===== src/rtl/core/pbnc_pkg.sv =====
package pbnc_pkg;

    // widths fixed by the item format
    localparam int COLOR_W    = 8;
    localparam int RGB_W      = 3 * COLOR_W;
    localparam int THRESH_W   = 9;
    localparam int MAXC_W     = 7;
    localparam int COUNT_W    = 7;
    localparam int STATUS_W   = 2;
    localparam int CFG_DATA_W = 9;

    // squared distance fits 18 bits (3 * 255^2 < 2^18), its root fits 9 bits
    localparam int SQ_W        = 18;
    localparam int DIST_W      = 9;
    localparam int SQRT_STEPS  = SQ_W / 2;

    localparam int DEF_PALETTE_SIZE = 64;

    localparam logic [THRESH_W-1:0] THRESH_RESET = 9'd7;
    localparam logic [MAXC_W-1:0]   MAXC_RESET   = 7'd50;

    // configuration register indexes
    localparam logic CFG_THRESHOLD  = 1'b0;
    localparam logic CFG_MAX_COLORS = 1'b1;

    // commands
    localparam logic CMD_OFFER = 1'b0;
    localparam logic CMD_MAP   = 1'b1;

    // result status codes
    localparam logic [STATUS_W-1:0] STATUS_OK      = 2'd0;
    localparam logic [STATUS_W-1:0] STATUS_SIMILAR = 2'd1;
    localparam logic [STATUS_W-1:0] STATUS_FULL    = 2'd2;

    // sideband that travels with each palette read through the distance pipe
    typedef struct packed {
        logic valid;
        logic last;
    } pbnc_tag_t;

endpackage


===== src/rtl/core/pbnc_ram.sv =====
module pbnc_ram #(
    parameter int WIDTH = 24,
    parameter int DEPTH = 64
) (
    input  logic                                  aclk,
    input  logic                                  we,
    input  logic [((DEPTH > 1) ? $clog2(DEPTH) : 1)-1:0] waddr,
    input  logic [WIDTH-1:0]                      wdata,
    input  logic                                  re,
    input  logic [((DEPTH > 1) ? $clog2(DEPTH) : 1)-1:0] raddr,
    output logic [WIDTH-1:0]                      rdata
);

    logic [WIDTH-1:0] mem [0:DEPTH-1];

    always_ff @(posedge aclk) begin
        if (we) begin
            mem[waddr] <= wdata;
        end
        if (re) begin
            rdata <= mem[raddr];
        end
    end

endmodule


===== src/rtl/core/pbnc_dist.sv =====
module pbnc_dist
    import pbnc_pkg::*;
#(
    parameter int IDX_W = 6
) (
    input  logic              aclk,
    input  logic              aresetn,
    input  pbnc_tag_t         in_tag,
    input  logic [IDX_W-1:0]  in_index,
    input  logic [RGB_W-1:0]  pix_color,
    input  logic [RGB_W-1:0]  ent_color,
    output pbnc_tag_t         out_tag,
    output logic [IDX_W-1:0]  out_index,
    output logic [DIST_W-1:0] out_dist
);

    // stage 0: abs differences, stage 1: sum of squares, then one root bit per stage
    localparam int STAGES = SQRT_STEPS + 2;

    pbnc_tag_t        tag_reg [0:STAGES-1];
    logic [IDX_W-1:0] idx_reg [0:STAGES-1];

    logic [COLOR_W-1:0] dr_reg, dg_reg, db_reg;
    logic [COLOR_W-1:0] dr_next, dg_next, db_next;
    logic [SQ_W-1:0]    sq_next;

    logic [SQ_W-1:0] rem_reg  [0:SQRT_STEPS];
    logic [SQ_W-1:0] root_reg [0:SQRT_STEPS];
    logic [SQ_W-1:0] rem_next  [0:SQRT_STEPS-1];
    logic [SQ_W-1:0] root_next [0:SQRT_STEPS-1];

    function automatic logic [COLOR_W-1:0] absdiff(input logic [COLOR_W-1:0] a,
                                                   input logic [COLOR_W-1:0] b);
        absdiff = (a > b) ? (a - b) : (b - a);
    endfunction

    always_comb begin
        dr_next = absdiff(pix_color[RGB_W-1 -: COLOR_W], ent_color[RGB_W-1 -: COLOR_W]);
        dg_next = absdiff(pix_color[2*COLOR_W-1 -: COLOR_W], ent_color[2*COLOR_W-1 -: COLOR_W]);
        db_next = absdiff(pix_color[COLOR_W-1:0], ent_color[COLOR_W-1:0]);
        sq_next = (SQ_W'(dr_reg) * SQ_W'(dr_reg)) + (SQ_W'(dg_reg) * SQ_W'(dg_reg)) +
                  (SQ_W'(db_reg) * SQ_W'(db_reg));
    end

    // digit-by-digit integer root, one step per stage
    always_comb begin
        logic [SQ_W:0] bitv;
        logic [SQ_W:0] trial;
        for (int k = 0; k < SQRT_STEPS; k++) begin
            bitv  = (SQ_W+1)'(1) << (SQ_W - 2 - 2 * k);
            trial = {1'b0, root_reg[k]} + bitv;
            if ({1'b0, rem_reg[k]} >= trial) begin
                rem_next[k]  = rem_reg[k] - trial[SQ_W-1:0];
                root_next[k] = (root_reg[k] >> 1) + bitv[SQ_W-1:0];
            end else begin
                rem_next[k]  = rem_reg[k];
                root_next[k] = root_reg[k] >> 1;
            end
        end
    end

    always_ff @(posedge aclk) begin
        if (!aresetn) begin
            for (int s = 0; s < STAGES; s++) begin
                tag_reg[s] <= '0;
            end
        end else begin
            tag_reg[0] <= in_tag;
            for (int s = 1; s < STAGES; s++) begin
                tag_reg[s] <= tag_reg[s-1];
            end
        end
        idx_reg[0] <= in_index;
        for (int s = 1; s < STAGES; s++) begin
            idx_reg[s] <= idx_reg[s-1];
        end
        dr_reg      <= dr_next;
        dg_reg      <= dg_next;
        db_reg      <= db_next;
        rem_reg[0]  <= sq_next;
        root_reg[0] <= '0;
        for (int k = 0; k < SQRT_STEPS; k++) begin
            rem_reg[k+1]  <= rem_next[k];
            root_reg[k+1] <= root_next[k];
        end
    end

    assign out_tag   = tag_reg[STAGES-1];
    assign out_index = idx_reg[STAGES-1];
    assign out_dist  = root_reg[SQRT_STEPS][DIST_W-1:0];

endmodule


===== src/rtl/core/palette_build_and_nearest_color_map.sv =====
// Palette builder and nearest-color mapper. Each input word carries a command and an RGB
// color. An offer word adds its color to the stored palette unless the palette already
// holds min(max_colors, PALETTE_SIZE) entries (status 2) or some stored entry lies at a
// floored Euclidean distance of at most similarity_threshold (status 1); its result
// echoes the color. A map word returns the stored entry with the smallest floored
// distance, lowest index on ties, black on an empty palette, always with status 0.
// palette_count reports the number of entries after the word. Items are handled one at
// a time: with n stored entries, an item makes one palette memory read per cycle feeding
// an 11-stage distance pipeline (abs difference, sum of squares, nine root steps), and
// map words then re-read the winning entry in FETCH and LOAD. An offer refused as full
// or any word on an empty palette skips the scan. A new word is taken while the
// previous result still waits in the output register. Registers are to be written
// through cfg_we/cfg_index/cfg_data only while the block is idle; nothing enforces it.
module palette_build_and_nearest_color_map
    import pbnc_pkg::*;
#(
    parameter int PALETTE_SIZE = DEF_PALETTE_SIZE
) (
    input  logic                  aclk,
    input  logic                  aresetn,
    // configuration
    input  logic                  cfg_we,
    input  logic                  cfg_index,
    input  logic [CFG_DATA_W-1:0] cfg_data,
    // input words
    input  logic                  s_valid,
    output logic                  s_ready,
    input  logic                  s_command,
    input  logic [COLOR_W-1:0]    s_red_in,
    input  logic [COLOR_W-1:0]    s_green_in,
    input  logic [COLOR_W-1:0]    s_blue_in,
    // result words
    output logic                  m_valid,
    input  logic                  m_ready,
    output logic [COLOR_W-1:0]    m_red_out,
    output logic [COLOR_W-1:0]    m_green_out,
    output logic [COLOR_W-1:0]    m_blue_out,
    output logic [STATUS_W-1:0]   m_status,
    output logic [COUNT_W-1:0]    m_palette_count
);

    localparam int IDX_W = (PALETTE_SIZE > 1) ? $clog2(PALETTE_SIZE) : 1;
    localparam int CNT_W = $clog2(PALETTE_SIZE + 1);
    localparam int CMP_W = (CNT_W > MAXC_W) ? CNT_W : MAXC_W;

    typedef enum logic [2:0] {
        ST_IDLE,
        ST_SCAN,
        ST_FETCH,
        ST_LOAD,
        ST_DONE
    } state_t;

    state_t state_reg, state_next;

    // configuration registers
    logic [THRESH_W-1:0] thresh_reg;
    logic [MAXC_W-1:0]   maxc_reg;

    // item context
    logic               cmd_reg, cmd_next;
    logic [RGB_W-1:0]   pix_reg, pix_next;
    logic [CNT_W-1:0]   count_reg, count_next;
    logic [CNT_W-1:0]   rd_idx_reg, rd_idx_next;
    pbnc_tag_t          rd_tag_reg, rd_tag_next;
    logic [IDX_W-1:0]   rd_index_reg, rd_index_next;
    logic               similar_reg, similar_next;
    logic [DIST_W-1:0]  best_d_reg, best_d_next;
    logic [IDX_W-1:0]   best_idx_reg, best_idx_next;
    logic [RGB_W-1:0]   res_color_reg, res_color_next;
    logic [STATUS_W-1:0] res_status_reg, res_status_next;
    logic               add_reg, add_next;

    // output register
    logic                m_valid_reg, m_valid_next;
    logic [RGB_W-1:0]    m_color_reg, m_color_next;
    logic [STATUS_W-1:0] m_status_reg, m_status_next;
    logic [COUNT_W-1:0]  m_count_reg, m_count_next;

    // palette memory port
    logic             ram_we, ram_re;
    logic [IDX_W-1:0] ram_waddr, ram_raddr;
    logic [RGB_W-1:0] ram_wdata, ram_rdata;

    // distance pipe output
    pbnc_tag_t         d_tag;
    logic [IDX_W-1:0]  d_index;
    logic [DIST_W-1:0] d_dist;

    logic full;
    logic issue;
    logic hit;
    logic better;

    pbnc_ram #(
        .WIDTH (RGB_W),
        .DEPTH (PALETTE_SIZE)
    ) u_palette (
        .aclk  (aclk),
        .we    (ram_we),
        .waddr (ram_waddr),
        .wdata (ram_wdata),
        .re    (ram_re),
        .raddr (ram_raddr),
        .rdata (ram_rdata)
    );

    pbnc_dist #(
        .IDX_W (IDX_W)
    ) u_dist (
        .aclk      (aclk),
        .aresetn   (aresetn),
        .in_tag    (rd_tag_reg),
        .in_index  (rd_index_reg),
        .pix_color (pix_reg),
        .ent_color (ram_rdata),
        .out_tag   (d_tag),
        .out_index (d_index),
        .out_dist  (d_dist)
    );

    assign s_ready = (state_reg == ST_IDLE);

    // full when count reaches max_colors or the memory depth
    assign full = (CMP_W'(count_reg) >= CMP_W'(maxc_reg)) ||
                  (count_reg >= CNT_W'(PALETTE_SIZE));

    assign issue  = (state_reg == ST_SCAN) && (rd_idx_reg < count_reg);
    assign hit    = (d_dist <= thresh_reg);
    assign better = (d_index == '0) || (d_dist < best_d_reg);

    always_comb begin
        state_next      = state_reg;
        cmd_next        = cmd_reg;
        pix_next        = pix_reg;
        count_next      = count_reg;
        rd_idx_next     = rd_idx_reg;
        rd_tag_next     = '0;
        rd_index_next   = rd_idx_reg[IDX_W-1:0];
        similar_next    = similar_reg;
        best_d_next     = best_d_reg;
        best_idx_next   = best_idx_reg;
        res_color_next  = res_color_reg;
        res_status_next = res_status_reg;
        add_next        = add_reg;
        m_valid_next    = m_valid_reg && !m_ready;
        m_color_next    = m_color_reg;
        m_status_next   = m_status_reg;
        m_count_next    = m_count_reg;
        ram_we          = 1'b0;
        ram_waddr       = count_reg[IDX_W-1:0];
        ram_wdata       = res_color_reg;
        ram_re          = 1'b0;
        ram_raddr       = rd_idx_reg[IDX_W-1:0];

        case (state_reg)
            ST_IDLE: begin
                if (s_valid) begin
                    cmd_next     = s_command;
                    pix_next     = {s_red_in, s_green_in, s_blue_in};
                    similar_next = 1'b0;
                    rd_idx_next  = '0;
                    if ((s_command == CMD_OFFER) && full) begin
                        // refused without a similarity scan
                        res_color_next  = {s_red_in, s_green_in, s_blue_in};
                        res_status_next = STATUS_FULL;
                        add_next        = 1'b0;
                        state_next      = ST_DONE;
                    end else if (count_reg == '0) begin
                        // empty palette: offer goes straight in, map gives black
                        res_color_next  = (s_command == CMD_OFFER) ?
                                          {s_red_in, s_green_in, s_blue_in} : '0;
                        res_status_next = STATUS_OK;
                        add_next        = (s_command == CMD_OFFER);
                        state_next      = ST_DONE;
                    end else begin
                        state_next = ST_SCAN;
                    end
                end
            end

            ST_SCAN: begin
                // one palette read per cycle
                ram_re            = issue;
                rd_tag_next.valid = issue;
                rd_tag_next.last  = issue && ((rd_idx_reg + CNT_W'(1)) == count_reg);
                if (issue) begin
                    rd_idx_next = rd_idx_reg + CNT_W'(1);
                end
                // collect distances as they leave the pipe
                if (d_tag.valid) begin
                    if (cmd_reg == CMD_OFFER) begin
                        similar_next = similar_reg || hit;
                    end else if (better) begin
                        best_d_next   = d_dist;
                        best_idx_next = d_index;
                    end
                    if (d_tag.last) begin
                        if (cmd_reg == CMD_OFFER) begin
                            res_color_next  = pix_reg;
                            res_status_next = (similar_reg || hit) ? STATUS_SIMILAR : STATUS_OK;
                            add_next        = !(similar_reg || hit);
                            state_next      = ST_DONE;
                        end else begin
                            state_next = ST_FETCH;
                        end
                    end
                end
            end

            ST_FETCH: begin
                // re-read the winning entry
                ram_re     = 1'b1;
                ram_raddr  = best_idx_reg;
                state_next = ST_LOAD;
            end

            ST_LOAD: begin
                res_color_next  = ram_rdata;
                res_status_next = STATUS_OK;
                add_next        = 1'b0;
                state_next      = ST_DONE;
            end

            ST_DONE: begin
                if (!m_valid_reg || m_ready) begin
                    m_valid_next  = 1'b1;
                    m_color_next  = res_color_reg;
                    m_status_next = res_status_reg;
                    if (add_reg) begin
                        ram_we     = 1'b1;
                        count_next = count_reg + CNT_W'(1);
                    end
                    m_count_next = COUNT_W'(add_reg ? (count_reg + CNT_W'(1)) : count_reg);
                    state_next   = ST_IDLE;
                end
            end

            default: begin
                state_next = ST_IDLE;
            end
        endcase
    end

    always_ff @(posedge aclk) begin
        if (!aresetn) begin
            state_reg   <= ST_IDLE;
            count_reg   <= '0;
            rd_tag_reg  <= '0;
            m_valid_reg <= 1'b0;
            thresh_reg  <= THRESH_RESET;
            maxc_reg    <= MAXC_RESET;
        end else begin
            state_reg   <= state_next;
            count_reg   <= count_next;
            rd_tag_reg  <= rd_tag_next;
            m_valid_reg <= m_valid_next;
            if (cfg_we) begin
                case (cfg_index)
                    CFG_THRESHOLD:  thresh_reg <= cfg_data[THRESH_W-1:0];
                    CFG_MAX_COLORS: maxc_reg   <= cfg_data[MAXC_W-1:0];
                    default:        thresh_reg <= thresh_reg;
                endcase
            end
        end
        cmd_reg        <= cmd_next;
        pix_reg        <= pix_next;
        rd_idx_reg     <= rd_idx_next;
        rd_index_reg   <= rd_index_next;
        similar_reg    <= similar_next;
        best_d_reg     <= best_d_next;
        best_idx_reg   <= best_idx_next;
        res_color_reg  <= res_color_next;
        res_status_reg <= res_status_next;
        add_reg        <= add_next;
        m_color_reg    <= m_color_next;
        m_status_reg   <= m_status_next;
        m_count_reg    <= m_count_next;
    end

    assign m_valid         = m_valid_reg;
    assign m_red_out       = m_color_reg[RGB_W-1 -: COLOR_W];
    assign m_green_out     = m_color_reg[2*COLOR_W-1 -: COLOR_W];
    assign m_blue_out      = m_color_reg[COLOR_W-1:0];
    assign m_status        = m_status_reg;
    assign m_palette_count = m_count_reg;

    // palette never holds more entries than the memory depth
    a_count_bound: assert property (@(posedge aclk) disable iff (!aresetn)
        count_reg <= CNT_W'(PALETTE_SIZE))
        else $error("palette count beyond memory depth");

    // count only ever grows by one entry at a time
    a_count_step: assert property (@(posedge aclk) disable iff (!aresetn)
        (count_reg != $past(count_reg)) |-> (count_reg == $past(count_reg) + CNT_W'(1)))
        else $error("palette count jumped");

    // palette writes only when a result is handed to the output register
    a_write_done: assert property (@(posedge aclk) disable iff (!aresetn)
        ram_we |-> ((state_reg == ST_DONE) && (cmd_reg == CMD_OFFER) && m_valid_next))
        else $error("palette written outside completion");

    // distance results only arrive while scanning
    a_pipe_scan: assert property (@(posedge aclk) disable iff (!aresetn)
        d_tag.valid |-> (state_reg == ST_SCAN))
        else $error("distance result outside scan");

    // a new result appears only after completion
    a_result_src: assert property (@(posedge aclk) disable iff (!aresetn)
        $rose(m_valid_reg) |-> ($past(state_reg) == ST_DONE))
        else $error("result word without completion");

endmodule

===== config.mk =====
export PLATFORM = sky130hd
export DESIGN_NAME = palette_build_and_nearest_color_map
export DESIGN_NICKNAME = d
export VERILOG_FILES = /design/src/rtl/core/pbnc_pkg.sv /design/src/rtl/core/pbnc_ram.sv /design/src/rtl/core/pbnc_dist.sv /design/src/rtl/core/palette_build_and_nearest_color_map.sv
export SDC_FILE = /design/constraint.sdc
export NUM_CORES = 2
export LEC_CHECK = 0
export BUFFER_PORTS_ARGS = -buffer_cell sky130_fd_sc_hd__buf_2
export CAP_MARGIN = 20
export CORE_ASPECT_RATIO = 1.5
export CORE_MARGIN = 3
export CORE_UTILIZATION = 45
export CTS_CLUSTER_DIAMETER = 60
export DETAILED_ROUTE_END_ITERATION = 8
export GPL_ROUTABILITY_DRIVEN = 0
export GPL_TIMING_DRIVEN = 0
export SLEW_MARGIN = 5
export SYNTH_ARGS = -nofsm -noshare
export SYNTH_HDL_FRONTEND = slang
export SYNTH_SLANG_ARGS = --single-unit

===== constraint.sdc =====
create_clock -name aclk -period 20 [get_ports aclk]
set_input_delay 4 -clock aclk [delete_from_list [all_inputs] [get_ports aclk]]
set_output_delay 4 -clock aclk [all_outputs]
set_load 0.01 [all_outputs]

==> impl_metrics.env <==
export IMPL_status="finished, final reports clean"
export IMPL_synth_commonest_cells="edfxtp_1, mux2i_1, o22ai_1, dfxtp_1, inv_1"
export IMPL_insertion_delay_ns=0.84
export IMPL_avgRoutedWirePerCell_um=26.3
export IMPL_numCtsBuffers=188
export IMPL_yosys_register_bits=2022
export IMPL_start_kind="flip-flop"
export IMPL_required_ns=20.71
export IMPL_place_area_um2=89300
export IMPL_route_vias_total=45500
export IMPL_layout_drive_gt1_share_pct=12.1
export IMPL_cp_end_kind="flip-flop"
export IMPL_reg2reg_from="u_dist.dr_reg[0]"
export IMPL_dp_hpwl_um=163000
export IMPL_rows=191
export IMPL_regToRegSetupSlack_ns=11.16
export IMPL_ys_types=64
export IMPL_netlist_instances=5283
export IMPL_tns_ns=0
export IMPL_synth_edf_count=1668
export IMPL_die_height_um=530
export IMPL_tightest_slew_ns=1.19
export IMPL_min_path_type="reg -> reg"
export IMPL_cts_buffer_depth=4
export IMPL_period_needed_ns=8.84
export IMPL_drt_iter0_drc=3499
export IMPL_timing_rr_end="u_dist.rem_reg[0][17]"
export IMPL_antenna_found_initial=7
export IMPL_avgSynthCellArea_um2=15.6
export IMPL_core_area_um2=181000
export IMPL_arrival_ns=9.55
export IMPL_max_freq_mhz=113
export IMPL_synth_area_um2=82300
export IMPL_slew_headroom_pct=19.8
export IMPL_io_pins=75
export IMPL_rr_worst_depth=27
export IMPL_final_period_utilization_pct=44.2
export IMPL_syn_num_nets=5669
export IMPL_min_path_cells=0
export IMPL_postRouteAntennaNets=0
export IMPL_crit_start="u_dist.dr_reg[0]"
export IMPL_cts_htree_levels=4
export IMPL_synth_top_area_cell="edfxtp_1"
export IMPL_setup_viol=0
export IMPL_worstHoldStart="u_dist.rem_reg[0][2]"
export IMPL_finalMaxSlewViolations=0
export IMPL_start_util_pct=45.4
export IMPL_critPathMaxFanout=11
export IMPL_grt_pass1_vias=46900
export IMPL_grt_first_pass_wirelength_um=312000
export IMPL_largest_register_ffs=1536
export IMPL_ctsHoldBuffers=0
export IMPL_cts_sinks=2022
export IMPL_nNetsFinal=6082
export IMPL_yosysWarnings=0
export IMPL_cts_setup_buffers=0
export IMPL_io_buffer_count=74
export IMPL_yosysTopAreaCellShare_pct=60.9
export IMPL_tritoncts="built"
export IMPL_postCtsResizedCells=0
export IMPL_drt_wl_total_um=217000
export IMPL_fin_skew_ns=0.0448
export IMPL_via_per_inst=5.52
export IMPL_fin_util_pct=52.6
export IMPL_root_buffer="clkbuf_16"
export IMPL_grt_max_degree=37
export IMPL_area_growth_pct=15.8
export IMPL_detail_route_first_pass_iterations=6
export IMPL_final_area_um2=95300
export IMPL_grt_util_all_layers_pct=22.7
export IMPL_yosysSeqAreaShare_pct=69.5
export IMPL_rsz0062_at_grt="false"
export IMPL_yosysMostFrequentCell="edfxtp_1"
export IMPL_overflow=0
export IMPL_hold_violations=0
export IMPL_worstSetupPathType="reg -> reg"
export IMPL_async_flop_share_pct=0
export IMPL_drc=0
export IMPL_drv_cap=0
export IMPL_ys_top_cells_by_area="edfxtp_1, mux2i_1, dfxtp_1"
export IMPL_die_x_um=355
export IMPL_die_area_um2=188000
export IMPL_whs_endpoint="u_dist.rem_reg[1][2]"
export IMPL_path_clk_slew_ns=0.06
export IMPL_synthFlopType="edfxtp_1"
cells by family (layout without fill, tap and decap cells):
kind of cell             Yosys count  after routing  synth area share [%]
buffers and inverters            568           1124                  2.73
multiplexers                     800            800                  9.74
flip-flops                      2022           2022                  69.5
other                              0              4                     0
XOR/XNOR                         122            122                  1.30
AO/OA/AOI/OAI                    782            782                  6.38
adder cells (fa/ha/maj)          346            346                  6.37
AND/OR/NAND/NOR                  643            643                  4.00
worst max-delay path: stages (launching register included):
cell and delay [ns]:
dfxtp_1 0.74, and2_1 0.27, inv_1 0.07, fa_1 0.45, fa_1 0.49, inv_1 0.05
fa_1 0.48, fa_1 0.60, fa_1 0.45, fa_1 0.47, ha_1 0.35, nor2b_1 0.15
nor2_1 0.12, xor2_1 0.27, fa_1 0.48, fa_1 0.52, inv_1 0.05, fa_1 0.53
inv_1 0.05, fa_1 0.48, inv_1 0.04, ha_1 0.23, or3_1 0.42, o211ai_1 0.25
a31oi_1 0.18, a21o_1 0.21, a21oi_1 0.17, xnor2_1 0.17
final cells by class:
type	count	area [um^2]
Fill cell	14800	85800
Sequential cell	2022	57200
Multi-Input combinational cell	2693	23500
Clock buffer	233	5070
Timing Repair Buffer	223	3310
Tap cell	2412	3020
Inverter	347	1300
Buffer	221	951
Clock inverter	100	948
Antenna cell	4	10.0
layer usage:
metal  up-vias  part of all wire [%]  global-route usage, %
li1      20900                     -                      -
met1     23000                    35                   24.4
met2      1232                    54                   42.6
met3       440                   4.5                   3.02
met4        10                   6.6                   13.1
met5         -                 0.034                      0
how the worst max path moves through the flow:
stage                            endpoint  slack (ns)
floorplan           u_dist.rem_reg[0][17]       12.16
global placement     u_palette.mem[56][6]       10.06
detailed placement  u_dist.rem_reg[0][17]       11.19
CTS                 u_dist.rem_reg[0][17]       11.13
global route        u_dist.rem_reg[0][17]       10.78
finish              u_dist.rem_reg[0][17]       11.16
per-stage QoR:
stage,hold WS (ns),cells,worst slack (ns)
2_1_floorplan,0.310,5283,12.16
3_3_place_gp,0.313,7769,10.06
3_5_place_dp,0.312,7915,11.19
4_1_cts,0.325,8248,11.13
5_1_grt,0.330,8252,10.78
6_report,0.326,8255,11.16
cells in the final DEF (no fill, tap or decap), types with 30 or more instances in the layout:
cell,n
o41ai_1,62
fa_1,122
nand2_1,158
clkinv_1,31
xnor2_1,78
xor2_1,44
nand4_1,39
mux2i_1,792
clkbuf_1,143
inv_1,346
clkbuf_16,193
o21ai_0,64
and2_1,85
buf_2,176
nor2_4,50
buf_16,80
nor2_1,75
a21oi_1,69
o41ai_2,34
edfxtp_1,1668
nor3_1,42
o22ai_1,384
ha_1,224
nand3_1,30
clkinv_2,30
dfxtp_1,354
nor2b_1,37
Power is not shown: default switching activity piles up to over one toggle a cycle in this logic, so the estimate is an artifact.
